[src/rtl/spadj_ram.sv]
// Generic single-port-write, single-port-read RAM with registered read data.
// No dependencies.
module spadj_ram #(
    parameter int WIDTH = 16,
    parameter int DEPTH = 64
) (
    input  logic                     i_clk,
    input  logic                     i_wr_en,
    input  logic [$clog2(DEPTH)-1:0] i_wr_addr,
    input  logic [WIDTH-1:0]         i_wr_data,
    input  logic [$clog2(DEPTH)-1:0] i_rd_addr,
    output logic [WIDTH-1:0]         o_rd_data
);

    logic [WIDTH-1:0] r_mem [DEPTH];
    logic [WIDTH-1:0] r_rd_data;

    always_ff @(posedge i_clk) begin
        if (i_wr_en) begin
            r_mem[i_wr_addr] <= i_wr_data;
        end
        r_rd_data <= r_mem[i_rd_addr];
    end

    assign o_rd_data = r_rd_data;

endmodule

[config.mk]
export PLATFORM = sky130hd
export DESIGN_NAME = spadj_ram
export DESIGN_NICKNAME = d
export VERILOG_FILES = /design/src/rtl/spadj_ram.sv
export SDC_FILE = /design/constraint.sdc
export NUM_CORES = 1
export LEC_CHECK = 0
export BUFFER_PORTS_ARGS = -buffer_cell sky130_fd_sc_hd__buf_4
export CAP_MARGIN = 10
export CORE_ASPECT_RATIO = 1.1
export CORE_MARGIN = 5
export CORE_UTILIZATION = 55
export CTS_CLUSTER_SIZE = 24
export DETAILED_ROUTE_END_ITERATION = 10
export GPL_TIMING_DRIVEN = 0
export PLACE_DENSITY = 0.71
export RECOVER_POWER = 100
export SETUP_SLACK_MARGIN = 0.05
export SYNTH_ARGS = -nofsm -noshare
export SYNTH_HDL_FRONTEND = slang
export SYNTH_SLANG_ARGS = --single-unit
[constraint.sdc]
create_clock -name i_clk -period 3.2 [get_ports i_clk]
set_input_delay 0.64 -clock i_clk [delete_from_list [all_inputs] [get_ports i_clk]]
set_output_delay 0.64 -clock i_clk [all_outputs]
set_load 0.03 [all_outputs]
==> out/results.ini <==
[setup_path]
cp-start-kind = primary input
required_ps = 3710
cp-startpoint = i_rd_addr[1]
r2r_slack_ps = 840
crit_type = in2reg
timing.rr.end = o_rd_data[11]
cp-endpoint = o_rd_data[8]
path_max_fanout = 10
reg2reg_from = r_mem[18][11]
rr_worst_depth = 5
endpoint_kind = register
worstPathArrival_ps = 3520

[detailed_routing]
post_drt_wl_per_cell_um = 32.5
final_antenna_net_count = 0
via_per_inst = 6.52
routed_wl_um = 98500
drt_iter0_drc = 2412
via_count = 19700
dr.pass1.iters = 6
route.detailed.drc = 0

[yosys]
ys_seq_elements = 1040
synth_edf_count = 1024
synth_top_cell_area_share_pct = 76.8
ys.flop_type = edfxtp_1
synthDistinctLibCells = 43
ys_top_cells_by_count = edfxtp_1, mux4_2, mux2i_1
yosys.area.top_type = edfxtp_1
syn_inst = 1829
async_flop_share_pct = 0
syn_nets = 1859
yosysSeqAreaShare_pct = 77.6
syn_avg_cell_area_um2 = 21.9
synth_area_um2 = 40000
synth_most_common_cell = edfxtp_1
synth.top_cells.by_area = edfxtp_1, mux4_2, mux2i_1
yosysWarnings = 0

[floorplanning]
start_util_pct = 55.6
ios = 46
fp-row-count = 103
die_y_um = 293
core_um2 = 72000
fp.dieW_um = 267
die-area_um2 = 78300

[clocking]
ctsRootBufferMaster = clkbuf_16
clock_path_buffers = 3
cts_tree = done
cts.sinks = 1040
numCtsBuffers = 98
clkLatencyLatePin_ps = 660
postCtsSetupBuffers = 0
hold_buffers = 0
cts_resized = 0
clkTransAtPathRegs_ps = 70
h-tree-depth = 3

[pwr]
vdd_drop_max_mv = 0.392
p_leak_uw = 0.0141
power_uw = 28300
p_per_area_nw_per_um2 = 632

[global_routing]
overflow = 0
grt_usage_pct = 25.3
grt_max_degree = 65
grt_pass1_vias = 19800
grt_first_pass_wirelength_um = 141000
grt_antenna_before_repair = 5

[status]
status = finished with violations
violations = max-capacitance violations, max-slew violations

[placement]
portBuffers = 38
dpl.hpwl_um = 62700
place_inst = 2848
gp_congestion = 0.904
placed_area_um2 = 42300

[sta]
fin_crit_ps = 3010
relSlewSlack_pct = -12.2
rsz0062_at_grt = false
hold_viol = 0
tns_ps = 0
drv_slew = 1128
finalClockSkew_ps = 28.3
fin_crit_sh_pct = 94.0
tightest_slew_ps = 1680
setup_viol_count_final = 0
max_freq_mhz = 332

[cells_and_area]
fin_area_um2 = 44900
instances_no_fill = 3028
syn_to_final_growth_pct = 12.0
fin_nets = 2033
drive_gt1_share_pct = 24.4

[min_path]
min_from = i_wr_addr[1]
hold_path.class = in2reg

[job]
drv_cap = 32

## report_power, final
group | switching (µW) | internal, µW
combinational | 1020 | 508
sequential | 28.8 | 15100
clock | 4900 | 6800
total | 5950 | 22400
## layout make-up
| type | count | area, µm² |
|---|---|---|
| fillers | 4793 | 27200 |
| multi-input cells | 685 | 8260 |
| plain buffers | 104 | 731 |
| clock inverters | 53 | 557 |
| repair buffers | 74 | 385 |
| clock buffers | 125 | 2680 |
| diodes | 2 | 5.00 |
| well taps | 945 | 1180 |
| flip-flops and latches | 1040 | 31100 |
## kinds of logic (layout without fill, tap and decap cells)
family,after synthesis,in the layout,synth area share (%)
multiplexers,336,336,15.5
AO/OA/AOI/OAI,129,129,2.41
buffers and inverters,104,356,1.83
AND/OR/NAND/NOR,220,220,2.65
flip-flops,1040,1040,77.6
other,0,2,0
## per-stage QoR
step                      hold WS, ps  setup WS [ps]  util (%)
after floorplan                   739            525         -
after global placement            957           -671      57.6
after detailed placement          951           -312      58.7
after CTS                         546            370      63.2
after global routing              700            155      62.3
final                             671            191      62.3
## routing by layer
layer	routed length [µm]	vias up	GRT usage (%)
met5	47	-	0
li1	-	8031	-
met1	36900	10300	35.8
met3	9610	220	4.86
met2	47300	1166	39.4
met4	4630	6	10.8
## registers in the layout (all words and copies together), names as in the netlist
register / flops
r_mem: 1024
o_rd_data: 16
## worst min-delay path by stage
stage | endpoint | slack, ps | cells after the start
detailed placement | o_rd_data[0] | 950 | 3
CTS | r_mem[31][5] | 550 | 1
finish | r_mem[50][5] | 670 | 3
global placement | o_rd_data[9] | 960 | 3
global route | r_mem[50][5] | 700 | 3
floorplan | r_mem[0][0] | 740 | 0
## worst max-delay path, stage by stage
cell	delay, ps
buf_4	150
clkbuf_2	370
buf_2	480
clkbuf_1	700
mux4_2	410
nand2_1	80
nand3_1	80
a21oi_1	480
nor4_2	130
## placed cells by master (no fill, tap or decap), types with 16 or more instances in the layout
cell type / netlist / final
clkinv_2: 0 / 20
a221oi_1: 16 / 16
mux2_2: 27 / 27
edfxtp_1: 1024 / 1024
mux2i_1: 85 / 85
clkbuf_1: 24 / 92
nand3_1: 24 / 24
clkbuf_16: 0 / 102
buf_6: 17 / 18
nor2b_1: 30 / 30
buf_4: 13 / 19
dfxtp_1: 16 / 16
clkbuf_2: 2 / 25
buf_2: 36 / 27
nand2_1: 59 / 59
nor2_1: 72 / 65
a21oi_1: 17 / 17
a22oi_1: 39 / 39
mux4_2: 220 / 220
Power figures use the tool's default switching activity.
