`config.mk`:
```
export PLATFORM = sky130hd
export DESIGN_NAME = spadj_relax
export DESIGN_NICKNAME = d
export VERILOG_FILES = /design/src/rtl/spadj_pkg.sv /design/src/rtl/spadj_relax.sv
export SDC_FILE = /design/constraint.sdc
export NUM_CORES = 1
export LEC_CHECK = 0
export BUFFER_PORTS_ARGS = -buffer_cell sky130_fd_sc_hd__buf_2
export CORE_MARGIN = 1.5
export CORE_UTILIZATION = 48
export DETAILED_ROUTE_END_ITERATION = 16
export PLACE_DENSITY = 0.89
export RECOVER_POWER = 100
export SETUP_SLACK_MARGIN = 0.4
export SLEW_MARGIN = 25
export SYNTH_ARGS = -nofsm -noshare
export SYNTH_HDL_FRONTEND = slang
export SYNTH_SLANG_ARGS = --single-unit
```
`constraint.sdc`:
```
create_clock -name i_clk -period 6.85 [get_ports i_clk]
set_input_delay 1.37 -clock i_clk [delete_from_list [all_inputs] [get_ports i_clk]]
set_output_delay 1.37 -clock i_clk [all_outputs]
set_load 0.05 [all_outputs]
```
`src/rtl/spadj_pkg.sv`:
```
// Shared types and constants of the shortest path block: item payloads,
// sequencer phases, pass control and register codes.
// No dependencies.
package spadj_pkg;

    localparam int RESULT_LIMIT = 64;
    localparam int VIDX_W       = 6;
    localparam int CNT_W        = 7;
    localparam int EW_W         = 16;
    localparam int DIST_W       = 23;
    localparam int OUT_DIST_W   = 22;

    localparam logic [DIST_W-1:0] DIST_INF = '1;

    localparam logic REG_SOURCE_VERTEX = 1'b0;
    localparam logic REG_VERTEX_COUNT  = 1'b1;

    typedef struct packed {
        logic [VIDX_W-1:0] row_vertex;
        logic [VIDX_W-1:0] col_vertex;
        logic [EW_W-1:0]   edge_weight;
        logic              load_last;
    } t_in_item;

    typedef struct packed {
        logic [VIDX_W-1:0]     vertex_index;
        logic [OUT_DIST_W-1:0] path_distance;
        logic                  reachable;
        logic                  result_last;
    } t_out_item;

    typedef enum logic [2:0] {
        PH_LOAD,
        PH_START,
        PH_PASS,
        PH_MARK,
        PH_OUT
    } t_phase;

    typedef struct packed {
        logic valid;
        logic first;
        logic last;
        logic relax_en;
        logic finished;
    } t_pass_ctl;

endpackage

```
`src/rtl/spadj_relax.sv`:
```
// Relaxation and minimum selection stage of one pass over the distance table.
// Depends on spadj_pkg.
module spadj_relax
    import spadj_pkg::*;
#(
    parameter int IW          = 6,
    parameter int WEIGHT_BITS = 16
) (
    input  logic                   i_clk,
    input  t_pass_ctl              i_ctl,
    input  logic [IW-1:0]          i_idx,
    input  logic [DIST_W-1:0]      i_dist,
    input  logic [DIST_W-1:0]      i_src_dist,
    input  logic [WEIGHT_BITS-1:0] i_weight,
    output logic                   o_wr_en,
    output logic [DIST_W-1:0]      o_wr_dist,
    output logic [DIST_W-1:0]      o_best,
    output logic [IW-1:0]          o_pick,
    output logic                   o_done
);

    localparam int SUM_W = ((WEIGHT_BITS > DIST_W) ? WEIGHT_BITS : DIST_W) + 1;

    logic [DIST_W-1:0] r_best;
    logic [IW-1:0]     r_pick;
    logic [SUM_W-1:0]  cand;
    logic              upd;
    logic [DIST_W-1:0] new_dist;
    logic [DIST_W-1:0] base_best;
    logic [IW-1:0]     base_pick;
    logic              take;

    always_comb begin
        cand      = SUM_W'(i_src_dist) + SUM_W'(i_weight);
        upd       = i_ctl.valid && i_ctl.relax_en && !i_ctl.finished &&
                    (i_weight != '0) && (cand < SUM_W'(i_dist));
        new_dist  = upd ? cand[DIST_W-1:0] : i_dist;
        base_best = i_ctl.first ? DIST_INF : r_best;
        base_pick = i_ctl.first ? '0 : r_pick;
        take      = !i_ctl.finished && (new_dist <= base_best);
    end

    always_ff @(posedge i_clk) begin
        if (i_ctl.valid) begin
            r_best <= take ? new_dist : base_best;
            r_pick <= take ? i_idx : base_pick;
        end
    end

    assign o_wr_en   = upd;
    assign o_wr_dist = new_dist;
    assign o_best    = r_best;
    assign o_pick    = r_pick;
    assign o_done    = i_ctl.valid && i_ctl.last;

endmodule

```
==> results.md, run 1 <==
| Group | Result | This run |
|---|---|---|
| routing | Drt drc | 0 |
| routing | Vias | 5,541 |
| die | CORE AREA | 0.00818 sq mm |
| outcome | Status | complete, but fails checks |
| critical path | Category of the worst setup path launch point | input port |
| clocking | Clock transition at the registers of the reported paths | 80 ps |
| hold path | Worst min-delay path class | flip-flop to flip-flop |
| synth | Dominant combinational cell family by area after synthesis | compound AO/OA/AOI/OAI gates |
| pwr | Leakage power | 2.87 nW |
| clocking | Maximum buffer depth of the clock tree | 2 |
| grt | First-pass GRT wire length | 24.2 mm |
| final layout | Post-layout instance count excluding filler cells | 775 |
| timing | Post-Route Skew | 15.1 ps |
| synth | Nets in the synthesized netlist | 609 |
| clocking | Clock tree sinks | 29 |
| synth | Post-synthesis async set-or-reset flop share | 0% |
| timing | Max Fclk | 136 MHz |
| synth | Distinct cells, synth | 56 |
| timing | Number of pins exceeding their max-slew limit in the final report | 27 |
| routing | Routed WL per cell | 26.1 um |
| timing | Final setup violating endpoints | 40 |
| grt | Antenna violations before repair | 0 |
| clocking | Htree depth | 2 |
| routing | Met3 routed WL | 2.59 mm |
| synth | XOR/XNOR Fraction of Synth Area | 4.12% |
| critical path | Crit path max-delay cell type | sky130_fd_sc_hd__nor4_2 |
| critical path | Required time worst endpoint | 6970 ps |
| critical path | Kind of end point of the critical path | flip-flop |
| die | Die area | 0.00897 sq mm |
| place | Half-perimeter wire length after detailed placement | 10.2 mm |
| grt | Vias in the first global route | 4,794 |
| timing | Post-route setup slack | -512 ps |
| synth | Fraction of the mapped netlist area in compound gates | 23.7% |
| timing | RSZ-0062 raised after global routing | true |
| place | Last weighted congestion value of the routability-driven placer | 0.955 |
| synth | Number of enable flip-flop cells after synthesis | 29 |
| timing | Worst slew margin relative to its limit | -12.0% |
| critical path | Largest stage delay on the critical path | 500 ps |
| grt | Total global-route track usage | 35.1% |
| timing | Total count of hold-check failures in the final report | 0 |
| final layout | Leading cell type in the layout, fill and taps excluded | sky130_fd_sc_hd__buf_2 |
| synth | Post-synthesis adder-cell area fraction | 19.4% |
| die | Die width | 94.7 um |
| timing | Worst Tran Pin Value | 1680 ps |
| routing | Highest layer used for signal routing | met4 |
| final layout | Relative area change from synthesis to final layout | 62.3% |
| die | Cell Rows | 33 |
| die | Y dimension of the die | 94.7 um |
| routing | Met1 wire length | 6.86 mm |
| final layout | Ratio of cells with drive above 1 in the final layout | 44.8% |
| routing | Initial DRC Count | 949 |
| routing | Total iterations of the first detailed-routing run | 6 |
| grt | Grt ovf | 0 |
| pwr | Largest vdd supply drop | 0.0966 mV |
| critical path | CP Max Fanout | 8 |
| clocking | Insertion delay of the later-clocked pin in the worst-skew pair | 310 ps |
| place | Quantity of I/O buffers inserted on ports | 127 |
| synth | Register bit count reported by yosys | 29 |
| hold path | Hold Path Origin | o_best[14]$_DFFE_PP_ |
| synth | Number of synthesis warnings | 0 |
| die | Starting density of the core | 49.4% |
| synth | Mean post-synth cell area | 8.53 sq um |
| timing | Post-route clock period utilization | 107% |
| final layout | Non-Filler Cell Area, Final | 0.00655 sq mm |
| outcome | Violated checks | capacitance limit, slew limit, setup timing |
| synth | Count of mapped cells out of synthesis | 473 |
| critical path | Family with the most delay on the worst path | compound AO/OA/AOI/OAI gates |
| critical path | Buffers & Inverters on Critical Path | 7 |
| routing | Detail-routed via count per cell | 7.15 |
| routing | Antenna-violating nets left | 0 |
| critical path | Data arrival, critical path | 7480 ps |
| grt | Largest net degree at the start of global routing | 27 |
| critical path | Critical path start-end classification | input port to flip-flop |
| die | Top Ports | 128 |
| clocking | CTS Buf Count | 5 |
| synth | Syn Std Cell Area | 0.00404 sq mm |
| clocking | Master cell of the clock root buffer | sky130_fd_sc_hd__clkbuf_8 |
| synth | Dominant register cell in the synthesized netlist | sky130_fd_sc_hd__edfxtp_1 |
| place | Number of cells after detailed placement | 713 |
| final layout | # nets final | 805 |
| critical path | Source of the worst register-to-register timing path | o_best[21]$_DFFE_PP_ |
| critical path | Start point of the critical path | i_weight[0] |
| routing | Overall routed net length | 20.2 mm |
| timing | Shortest clock period the worst path allows after layout | 7360 ps |
| final layout | Antenna Cells | 0 |
| pwr | Cell area power density | 199 mW/mm^2 |
| synth | Simple-Gate Fraction of Synth Area | 19.2% |
| synth | Multiplexer share of the synthesized area | 5.64% |
| job | Max cap viols | 1 |
| place | Instance area after placement | 0.00523 sq mm |
| pwr | Total power consumption of the routed design | 0.00130 W |
| synth | Fraction of the yosys area taken by sequential cells | 21.6% |
| final layout | Commonest cells after routing, fill and taps aside | sky130_fd_sc_hd__buf_2, sky130_fd_sc_hd__buf_4, sky130_fd_sc_hd__ha_1, sky130_fd_sc_hd__nand2_1, sky130_fd_sc_hd__nor2_1 |
| clocking | Clock tree from TritonCTS | built |
| routing | Met2 Routed Length | 8.86 mm |
## flip-flops by register name (all words and copies together), names as in the netlist
name and flops:
o_best 23, o_pick 6
## kinds of logic (layout without fill, tap and decap cells)
group,after synthesis,count (layout)
buffers and inverters,53,248
AOI/OAI and AO/OA,141,141
muxes,17,17
adders and majority gates,62,62
and+or+nand+nor,152,154
DFF,29,29
xor gates and xnor gates,19,19
## routing by layer
metal,up-vias,global-route usage [%]
met5,-,0
met4,0,19.9
met3,196,4.75
met2,590,59.6
met1,2544,42.2
li1,2211,-
## final cells by class
type	count	area [sq um]
clock inverter	3	65.1
inverter	29	111
timing repair buffer	211	1700
multi-input combinational	393	3600
clock buffer	5	68.8
sequential	29	871
fill	452	1620
tap	105	131
## timing repair
| item | CTS | global route |
|---|---|---|
| setup buffers | 20 | 26 |
| pin swaps | 30 | 52 |
| setup endpoints to repair | 59 | 59 |
| hold buffers | 0 | 0 |
| cloned | 7 | 1 |
| gates resized for setup | 75 | 109 |
## final timing paths
kind / end / slack, ps / depth (start not counted)
setup reg to reg: o_best[1]$_DFFE_PP_ / 3660 / 11
hold / removal: o_best[14]$_DFFE_PP_ / 730 / 2
setup / recovery: o_best[1]$_DFFE_PP_ / -510 / 29
hold reg to reg: o_best[14]$_DFFE_PP_ / 730 / 2
## where the power goes
part	total, W	leakage [nW]	internal (W)	switching (W)
Clock	0.000227	0.0681	0.000145	0.0000819
Combinational	0.000827	2.52	0.000332	0.000495
Sequential	0.000247	0.285	0.000231	0.0000162
## synth_stat cells (all sizes together), types with 8 or more instances
| library cell | count | area (sq um) |
|---|---|---|
| ha | 61 | 763 |
| a21oi | 38 | 198 |
| nand2 | 37 | 146 |
| nor2 | 34 | 128 |
| edfxtp | 29 | 871 |
| inv | 29 | 109 |
| o211ai | 27 | 203 |
| o21ai | 18 | 90.1 |
| buf | 17 | 124 |
| mux2 | 16 | 218 |
| o221ai | 16 | 140 |
| nand3 | 15 | 75.1 |
| nand4 | 13 | 81.3 |
| nor3 | 12 | 60.1 |
| xnor2 | 10 | 87.6 |
| xor2 | 9 | 78.8 |
| a21o | 8 | 60.1 |
| a31oi | 8 | 50.1 |
| and2 | 8 | 50.1 |
## through the flow
step	setup WS (ps)	hold WS (ps)	TNS, ps	util (%)
2_1_floorplan	244	972	0	-
3_3_place_gp	-85.4	665	-1230	64.0
3_5_place_dp	-200	680	-4330	64.0
4_1_cts	251	695	0	72.7
5_1_grt	-511	759	-16510	80.1
6_report	-512	734	-14110	80.1
## worst min-delay path, stage by stage, from the launching register on
cell                       delay (ps)
sky130_fd_sc_hd__edfxtp_1         350
sky130_fd_sc_hd__nor2_1            90
sky130_fd_sc_hd__o221ai_1         190
Note: power is estimated with default switching activity, not from simulation.
==> run 2: changes to the inputs <==
--- a/config.mk
+++ b/config.mk
@@ -6,6 +6,7 @@
 export NUM_CORES = 1
 export LEC_CHECK = 0
 export BUFFER_PORTS_ARGS = -buffer_cell sky130_fd_sc_hd__buf_2
+export CORE_ASPECT_RATIO = 2
 export CORE_MARGIN = 1.5
 export CORE_UTILIZATION = 48
 export DETAILED_ROUTE_END_ITERATION = 16
==> run 2 against run 1 <==
Against the previous run: the flow still finishes with violations (capacitance limit, slew limit, setup timing); cell area fell by 0.42%; critical path depth shrank 4; wire length rose by 5.0%; worst hold slack lost 40 ps; maximum frequency down 2.9%; combinational power is 4.1% higher; via count is 1.2% higher; core utilization fell by 0.89 points; worst setup slack lost 220 ps; sequential power about the same; clock skew fell by 6.4 ps; critical endpoint is now o_best[7]$_DFFE_PP_; largest cell class unchanged.
==> results.md, run 2 (same netlist as run 1, synthesis figures left out) <==
| Group | Result | This run | Change |
|---|---|---|---|
| final layout | Max FFs per register | 23 | unchanged |
| final layout | Non-Filler Cell Area, Final | 0.00652 sq mm | -0.42% |
| grt | Antenna violations before repair | 1 | +1 |
| final layout | Leading cell type in the layout, fill and taps excluded | sky130_fd_sc_hd__buf_2 |  |
| critical path | Total number of cells along the worst setup path | 25 | -14% |
| clocking | Master cell of the clock root buffer | sky130_fd_sc_hd__clkbuf_16 |  |
| place | Quantity of I/O buffers inserted on ports | 127 | unchanged |
| critical path | Largest stage delay on the critical path | 610 ps | +110 ps |
| grt | First-pass GRT wire length | 25.4 mm | +4.9% |
| die | Die area | 0.00900 sq mm | +0.37% |
| routing | Drt drc | 0 | unchanged |
| die | Starting density of the core | 49.0% | -0.35 points |
| routing | Detail-routed via count per cell | 7.42 | +3.8% |
| clocking | Insertion delay of the later-clocked pin in the worst-skew pair | 290 ps | -20 ps |
| place | Number of cells after detailed placement | 702 | -1.5% |
| die | Cell Rows | 47 | +42% |
| place | Instance area after placement | 0.00518 sq mm | -0.98% |
| grt | Vias in the first global route | 5,144 | +7.3% |
| final layout | Commonest cells after routing, fill and taps aside | sky130_fd_sc_hd__buf_2, sky130_fd_sc_hd__buf_4, sky130_fd_sc_hd__ha_1, sky130_fd_sc_hd__nor2_1, sky130_fd_sc_hd__clkbuf_1 |  |
| pwr | Cell area power density | 216 mW/mm^2 | +8.7% |
| routing | Total iterations of the first detailed-routing run | 8 | +2 |
| timing | Worst slew margin relative to its limit | -17.4% | -5.4 points |
| outcome | Violated checks | capacitance limit, slew limit, setup timing |  |
| routing | Overall routed net length | 21.3 mm | +5.0% |
| critical path | Kind of end point of the critical path | flip-flop |  |
| grt | Total global-route track usage | 37.2% | +2.1 points |
| clocking | Htree depth | 2 | unchanged |
| final layout | Final core area utilization | 79.2% | -0.89 points |
| clocking | Clock tree sinks | 29 | unchanged |
| timing | RSZ-0062 raised after global routing | true |  |
| routing | Routed WL per cell | 28.1 um | +7.7% |
| pwr | Largest vdd supply drop | 0.123 mV | +27% |
| critical path | CP Max Fanout | 11 | +3 |
| final layout | # nets final | 792 | -1.6% |
| critical path | Source of the worst register-to-register timing path | o_best[21]$_DFFE_PP_ |  |
| critical path | Required time worst endpoint | 6970 ps | about the same |
| clocking | Maximum buffer depth of the clock tree | 2 | unchanged |
| timing | Number of pins exceeding their max-slew limit in the final report | 27 | unchanged |
| die | Top Ports | 128 | unchanged |
| timing | Worst Tran Pin Value | 1760 ps | +80.8 ps |
| final layout | Filler Cell Count | 444 | -1.8% |
| outcome | Status | complete, but fails checks |  |
| clocking | Clock transition at the registers of the reported paths | 60 ps | -20 ps |
| timing | Total count of hold-check failures in the final report | 0 | unchanged |
| critical path | Family with the most delay on the worst path | simple AND/OR/NAND/NOR gates |  |
| final layout | Area occupied by multi-input gates | 0.00364 sq mm | +1.1% |
| die | Y dimension of the die | 133 um | +40% |
| timing | Final setup violating endpoints | 45 | +13% |
| clocking | Clock tree from TritonCTS | built |  |
| final layout | Post-layout instance count excluding filler cells | 756 | -2.5% |
| routing | Vias | 5,609 | +1.2% |
| timing | Max Fclk | 132 MHz | -2.9% |
| timing | Post-route clock period utilization | 111% | +3.2 points |
| critical path | Category of the worst setup path launch point | input port |  |
| routing | Initial DRC Count | 909 | -4.2% |
| timing | Post-Route Skew | 8.75 ps | -6.39 ps |
| critical path | Critical path start-end classification | input port to flip-flop |  |
| pwr | Leakage power | 2.86 nW | -0.21% |
| critical path | Start point of the critical path | i_src_dist[1] |  |
| critical path | Crit path max-delay cell type | sky130_fd_sc_hd__nor4_4 |  |
| place | Last weighted congestion value of the routability-driven placer | 1.03 | +7.7% |
| place | Half-perimeter wire length after detailed placement | 10.8 mm | +5.0% |
| die | Die width | 67.8 um | -28% |
| timing | Shortest clock period the worst path allows after layout | 7580 ps | +219 ps |
| timing | Post-route setup slack | -731 ps | -219 ps |
| critical path | Data arrival, critical path | 7700 ps | +220 ps |
| job | Max cap viols | 1 | unchanged |
| clocking | CTS Buf Count | 5 | unchanged |
| die | CORE AREA | 0.00823 sq mm | +0.70% |
| critical path | FF-to-FF setup slack | 3600 ps | -60 ps |
| final layout | Relative area change from synthesis to final layout | 61.6% |  |
| grt | Grt ovf | 0 | unchanged |
| critical path | Cell count of the worst reg-to-reg path | 11 | unchanged |
| hold path | Worst min-delay path class | flip-flop to flip-flop |  |
| final layout | Register Area | 871 sq um | unchanged |
| critical path | Critical Path End | o_best[7]$_DFFE_PP_ |  |
| routing | Antenna-violating nets left | 0 | unchanged |
| final layout | Ratio of cells with drive above 1 in the final layout | 45.5% | +0.73 points |
| critical path | Buffers & Inverters on Critical Path | 4 | -3 |
| critical path | Reg2Reg Capture Point | o_best[7]$_DFFE_PP_ |  |
| grt | Largest net degree at the start of global routing | 27 | unchanged |
==> run 2: cell count changes in the layout (fill, tap and decap cells not counted), sizes merged <==
cell	delta
diode	+1
nand2	-1
clkbuf	+1
buf	-13
==> run 2: what timing repair did <==
action,CTS,global route
resized for setup,88,79
pin swaps,47,51
buffers inserted,23,12
setup endpoints to repair,59,59
hold buffers,0,0
gates cloned,6,4
==> run 2: metrics by stage <==
| step | worst slack, ps | setup TNS (ps) | total power, W | hold WS (ps) |
|---|---|---|---|---|
| finish | -731 | -23070 | 0.00141 | 693 |
| global route | -963 | -32240 | 0.00144 | 715 |
| CTS | 161 | 0 | 0.00122 | 659 |
| detailed placement | -424 | -12490 | 0.000816 | 650 |
| global placement | -137 | -3320 | 0.000791 | 670 |
| floorplan | 244 | 0 | 0.000662 | 972 |
==> run 2: power by group <==
group	leakage, nW	internal (W)	total (W)	switching (W)
sequential	0.285	0.000231	0.000248	0.0000162
clock	0.0938	0.000208	0.000300	0.0000924
combinational	2.49	0.000346	0.000861	0.000515
total	2.86	0.000785	0.00141	0.000624
==> run 2: worst min-delay path by stage <==
stage	from	slack [ps]	cells after the start	end
floorplan	o_best[17]$_DFFE_PP_	970	2	o_best[17]$_DFFE_PP_
global placement	o_best[17]$_DFFE_PP_	670	2	o_best[17]$_DFFE_PP_
detailed placement	o_best[17]$_DFFE_PP_	650	2	o_best[17]$_DFFE_PP_
CTS	o_best[17]$_DFFE_PP_	660	2	o_best[17]$_DFFE_PP_
global route	o_best[17]$_DFFE_PP_	720	2	o_best[17]$_DFFE_PP_
finish	o_best[17]$_DFFE_PP_	690	2	o_best[17]$_DFFE_PP_
==> run 2: worst register-to-register path, cell delays in order (launching register included) <==
cell and delay [ps]:
sky130_fd_sc_hd__edfxtp_1 470, sky130_fd_sc_hd__nor2_1 340, sky130_fd_sc_hd__ha_4 200, sky130_fd_sc_hd__and3_1 180, sky130_fd_sc_hd__nand4_1 420, sky130_fd_sc_hd__nor4_4 610, sky130_fd_sc_hd__a21oi_2 120, sky130_fd_sc_hd__nand2b_4 150
sky130_fd_sc_hd__buf_4 140, sky130_fd_sc_hd__buf_12 130, sky130_fd_sc_hd__nand2_1 110, sky130_fd_sc_hd__o221ai_2 210
==> run 2: metal layers <==
| metal | vias up | part of all wire (%) | track usage (%) |
|---|---|---|---|
| met5 | - | 0 | 0 |
| met4 | 0 | 11 | 32.1 |
| met3 | 233 | 12 | 5.19 |
| met2 | 660 | 46 | 62.4 |
| met1 | 2531 | 31 | 38.1 |
| li1 | 2185 | - | - |
==> run 2: layout make-up <==
| type | count | area share [%] |
|---|---|---|
| Antenna cell | 1 | 0.0384 |
| Tap cell | 98 | 1.88 |
| Timing Repair Buffer | 199 | 24.3 |
| Clock buffer | 5 | 1.92 |
| Multi-Input combinational cell | 392 | 55.8 |
| Clock inverter | 3 | 0.997 |
| Sequential cell | 29 | 13.3 |
| Inverter | 29 | 1.67 |
==> run 3: changes to the inputs <==
--- a/config.mk
+++ b/config.mk
@@ -5,10 +5,11 @@
 export SDC_FILE = /design/constraint.sdc
 export NUM_CORES = 1
 export LEC_CHECK = 0
+export ABC_AREA = 1
 export BUFFER_PORTS_ARGS = -buffer_cell sky130_fd_sc_hd__buf_2
 export CORE_ASPECT_RATIO = 2
 export CORE_MARGIN = 1.5
-export CORE_UTILIZATION = 48
+export CORE_UTILIZATION = 49
 export DETAILED_ROUTE_END_ITERATION = 16
 export PLACE_DENSITY = 0.89
 export RECOVER_POWER = 100
==> run 3 against run 2 <==
Against the previous run: the run now ends clean; synthesized area rose by 12%; non-clock buffer count is 63 lower; flip-flop and latch count unchanged; sequential power down 6%; highest routed layer unchanged.
==> results.md, run 3 <==
| Group | Result | This run | Change |
|---|---|---|---|
| die | Die width | 70.8 um | +4.4% |
| final layout | Relative area change from synthesis to final layout | 18.8% |  |
| timing | Final setup violating endpoints | 0 | -100% |
| synth | Most common cell in the synthesized netlist | sky130_fd_sc_hd__nand2_1 |  |
| critical path | Critical path start-end classification | input port to output port |  |
| synth | Distinct cells, synth | 30 | -46% |
| synth | Number of enable flip-flop cells after synthesis | 29 | unchanged |
| synth | Syn Std Cell Area | 0.00451 sq mm | +12% |
| grt | Grt ovf | 0 | unchanged |
| grt | Total global-route track usage | 27.6% | -9.6 points |
| hold path | Worst min-delay path endpoint | o_best[1]$_DFFE_PP_ |  |
| synth | Nets in the synthesized netlist | 883 | +45% |
| routing | Antenna-violating nets left | 0 | unchanged |
| timing | Post-Route Skew | 5.88 ps | -2.88 ps |
| place | Half-perimeter wire length after detailed placement | 11.4 mm | +6.0% |
| pwr | Comb pwr share | 50.9% | -10 points |
| critical path | Data arrival, critical path | 5090 ps | -2610 ps |
| synth | Mean post-synth cell area | 6.03 sq um | -29% |
| routing | Detail-routed via count per cell | 5.34 | -28% |
| final layout | Final core area utilization | 59.9% | -19 points |
| critical path | Cell count of the worst reg-to-reg path | 11 | unchanged |
| critical path | Cell type with the highest occurrence count on the critical path | sky130_fd_sc_hd__nand2_1 |  |
| final layout | Leading cell type in the layout, fill and taps excluded | sky130_fd_sc_hd__nand2_1 |  |
| critical path | Required time worst endpoint | 5480 ps | -1490 ps |
| final layout | Register Area | 871 sq um | unchanged |
| clocking | Maximum buffer depth of the clock tree | 2 | unchanged |
| routing | Initial DRC Count | 305 | -66% |
| critical path | FF-to-FF setup slack | 4490 ps | +890 ps |
| synth | Post-synthesis async set-or-reset flop share | 0% | unchanged |
| grt | Met1 Usage GRT | 24.9% | -13 points |
| critical path | CP Max Fanout | 12 | +1 |
| synth | List of most frequent post-synthesis cells | sky130_fd_sc_hd__nand2_1, sky130_fd_sc_hd__inv_1, sky130_fd_sc_hd__nor2_1, sky130_fd_sc_hd__nand3_1, sky130_fd_sc_hd__ha_1 |  |
| routing | Vias | 5,234 | -6.7% |
| routing | Drt drc | 0 | unchanged |
| final layout | Area occupied by multi-input gates | 0.00307 sq mm | -16% |
| timing | Shortest clock period the worst path allows after layout | 6460 ps | -1120 ps |
| final layout | Non-Filler Cell Area, Final | 0.00536 sq mm | -18% |
| grt | Antenna violations before repair | 2 | +1 |
| pwr | Switching part of the total | 45.8% | +1.5 points |
| pwr | Clock power frac | 23.3% | +2.0 points |
| clocking | Clock transition at the registers of the reported paths | 50 ps | about the same |
| die | Starting density of the core | 50.4% | +1.3 points |
| synth | Count of mapped cells out of synthesis | 747 | +58% |
| grt | Met3 track demand over resource in global routing | 1.96% | -3.2 points |
| critical path | Largest stage delay on the critical path | 370 ps | -240 ps |
| synth | Fraction of the yosys area taken by sequential cells | 19.3% | -2.3 points |
| critical path | Crit path max-delay cell type | sky130_fd_sc_hd__nand2_1 |  |
| critical path | Source of the worst register-to-register timing path | o_best[22]$_DFFE_PP_ |  |
| place | Quantity of I/O buffers inserted on ports | 127 | unchanged |
| pwr | Psw | 0.000417 W | -33% |
| timing | Number of pins exceeding their max-slew limit in the final report | 0 | -100% |
| clocking | Clock tree from TritonCTS | built |  |
| routing | Total iterations of the first detailed-routing run | 5 | -3 |
| grt | Vias in the first global route | 5,092 | -1.0% |
| hold path | Number of instances on the worst hold path | 2 | unchanged |
| critical path | Crit path cell chain | buf_2 > ha_1 > nand2_1 > nor2_1 > inv_1 > nor2_1 > nand3_1 > nand3_1 > nand2_1 > nand2_1 > inv_1 > ha_1 > a21oi_1 > o21ai_0 > nand2_1 > nand3_1 > a21oi_4 > nand2_1 > nand2_1 > and2_0 > clkbuf_2 |  |
| critical path | Kind of end point of the critical path | output port |  |
| clocking | Clock tree sinks | 29 | unchanged |
| timing | Total count of hold-check failures in the final report | 0 | unchanged |
| timing | Worst Tran Pin Value | 1450 ps | -306 ps |
| grt | First-pass GRT wire length | 21.8 mm | -14% |
| clocking | Htree depth | 2 | unchanged |
| timing | Max Fclk | 155 MHz | +17% |
| hold path | Hold Path Origin | o_best[1]$_DFFE_PP_ |  |
| pwr | Total power consumption of the routed design | 0.000910 W | -35% |
| pwr | Fraction of power consumed by sequential logic | 25.7% | +8.1 points |
| timing | Setup TNS | 0 ps | +23,070 ps |
| place | Last weighted congestion value of the routability-driven placer | 0.978 | -4.9% |
| critical path | Category of the worst setup path launch point | input port |  |
| synth | Register bit count reported by yosys | 29 | unchanged |
| pwr | Largest vdd supply drop | 0.103 mV | -16% |
| final layout | Ratio of cells with drive above 1 in the final layout | 12.6% | -33 points |
| job | Max cap viols | 0 | -1 |
| final layout | Commonest cells after routing, fill and taps aside | sky130_fd_sc_hd__nand2_1, sky130_fd_sc_hd__inv_1, sky130_fd_sc_hd__nor2_1, sky130_fd_sc_hd__buf_2, sky130_fd_sc_hd__nand3_1 |  |
| clocking | Insertion delay of the later-clocked pin in the worst-skew pair | 290 ps | about the same |
| routing | Overall routed net length | 13.7 mm | -36% |
| pwr | Leakage power | 3.06 nW | +6.8% |
| final layout | Filler Cell Count | 959 | +120% |
| die | Y dimension of the die | 139 um | +4.5% |
| outcome | Status | finished, final reports clean |  |
| synth | Dominant register cell in the synthesized netlist | sky130_fd_sc_hd__edfxtp_1 |  |
| synth | Top cells by area, synth | sky130_fd_sc_hd__nand2_1, sky130_fd_sc_hd__edfxtp_1, sky130_fd_sc_hd__ha_1 |  |
| timing | RSZ-0062 raised after global routing | true |  |
| synth | Library cell with the largest summed area after synthesis | sky130_fd_sc_hd__nand2_1 |  |
| timing | Post-route clock period utilization | 94.3% | -16 points |
| die | Die area | 0.00982 sq mm | +9.1% |
| timing | Worst slew margin relative to its limit | 3.06% | +20 points |
| final layout | Max FFs per register | 23 | unchanged |
| final layout | # nets final | 1,011 | +28% |
| clocking | Master cell of the clock root buffer | sky130_fd_sc_hd__clkbuf_16 |  |
| grt | Largest net degree at the start of global routing | 47 | +74% |
| pwr | Cell internal power dissipation | 0.000494 W | -37% |
| synth | Area share of the largest cell type after synthesis | 20.1% | -1.4 points |
| pwr | Cell area power density | 170 mW/mm^2 | -21% |
| place | Instance area after placement | 0.00525 sq mm | +1.4% |
| die | Cell Rows | 49 | +4.3% |
| clocking | Hold-fix buffers, CTS | 0 | unchanged |
| die | CORE AREA | 0.00895 sq mm | +8.7% |
| critical path | Reg2Reg Capture Point | o_pick[0]$_SDFFCE_PN0P_ |  |
| grt | Most congested layer reported by global routing | met2 |  |
| die | Top Ports | 128 | unchanged |
| hold path | Worst min-delay path class | flip-flop to flip-flop |  |
| grt | Global routing usage on met2 | 53.3% | -9.1 points |
| timing | Hold slack final | 606 ps | -86.9 ps |
| routing | Routed WL per cell | 13.9 um | -50% |
| synth | Number of synthesis warnings | 0 | unchanged |
| clocking | CTS Buf Count | 5 | unchanged |
## run 3: changes by cell type in the layout (fill, tap and decap cells not counted), moves of 17 or more
cell	change
sky130_fd_sc_hd__and2_1	+21
sky130_fd_sc_hd__buf_4	-47
sky130_fd_sc_hd__buf_8	-17
sky130_fd_sc_hd__inv_1	+100
sky130_fd_sc_hd__nand2_1	+213
sky130_fd_sc_hd__nand3_1	+58
sky130_fd_sc_hd__nor2_1	+45
sky130_fd_sc_hd__o211ai_1	-27
sky130_fd_sc_hd__o21ai_0	+19
## run 3: cells by family after synthesis
group	Yosys count	share of synthesized area, %
buf+inv	146	12.8
flops	29	19.3
xor+xnor	8	1.55
fa+ha+maj	62	17.4
simple gates	438	41.3
compound gates	64	7.63
## run 3: worst max path at each step
stage / end / startpoint / slack [ps] / depth (start not counted)
6_report: o_wr_dist[18] / i_weight[10] / 390 / 21
5_1_grt: o_wr_dist[18] / i_weight[10] / 210 / 21
4_1_cts: o_wr_dist[22] / i_weight[10] / 640 / 21
3_5_place_dp: o_pick[0]$_SDFFCE_PN0P_ / i_weight[10] / 520 / 30
3_3_place_gp: o_best[19]$_DFFE_PP_ / i_src_dist[0] / 720 / 28
2_1_floorplan: o_pick[0]$_SDFFCE_PN0P_ / i_src_dist[0] / 700 / 27
## run 3: critical path: cells and delay by family
kind | cells | cell delay [ps]
AO/OA/AOI/OAI | 3 | 460
adder cells (fa/ha/maj) | 2 | 630
buffers and inverters | 4 | 530
AND/OR/NAND/NOR | 12 | 2100
## run 3: layer usage
layer	part of all wire, %	wire (um)
met5	0	0
met4	7.9	1070
met3	3.3	445
met2	55	7480
met1	34	4660
## run 3: power groups by stage
stage,combinational (W),sequential [W],clock [W]
3_5_place_dp,0.000465,0.000237,0
4_1_cts,0.000468,0.000233,0.000214
2_1_floorplan,0.000282,0.000295,0
3_3_place_gp,0.000456,0.000236,0
5_1_grt,0.000517,0.000236,0.000220
6_report,0.000463,0.000234,0.000213
## run 3: per-stage QoR
step / setup WS (ps) / cells
3_5_place_dp: 521 / 968
3_3_place_gp: 716 / 968
4_1_cts: 639 / 976
6_report: 391 / 980
2_1_floorplan: 704 / 747
5_1_grt: 208 / 980
## run 3: cell type report
class	count	share of cell area (%)
sequential	29	16.3
clock inverter	3	0.234
antenna	2	0.0934
timing repair buffer	136	12.4
multi-input combinational	573	57.2
inverter	130	9.11
tap	102	2.38
clock buffer	5	2.34
## run 3: repair_timing
action	CTS	global route
setup buffers	0	1
setup endpoints to repair	0	41
gates resized for setup	0	3
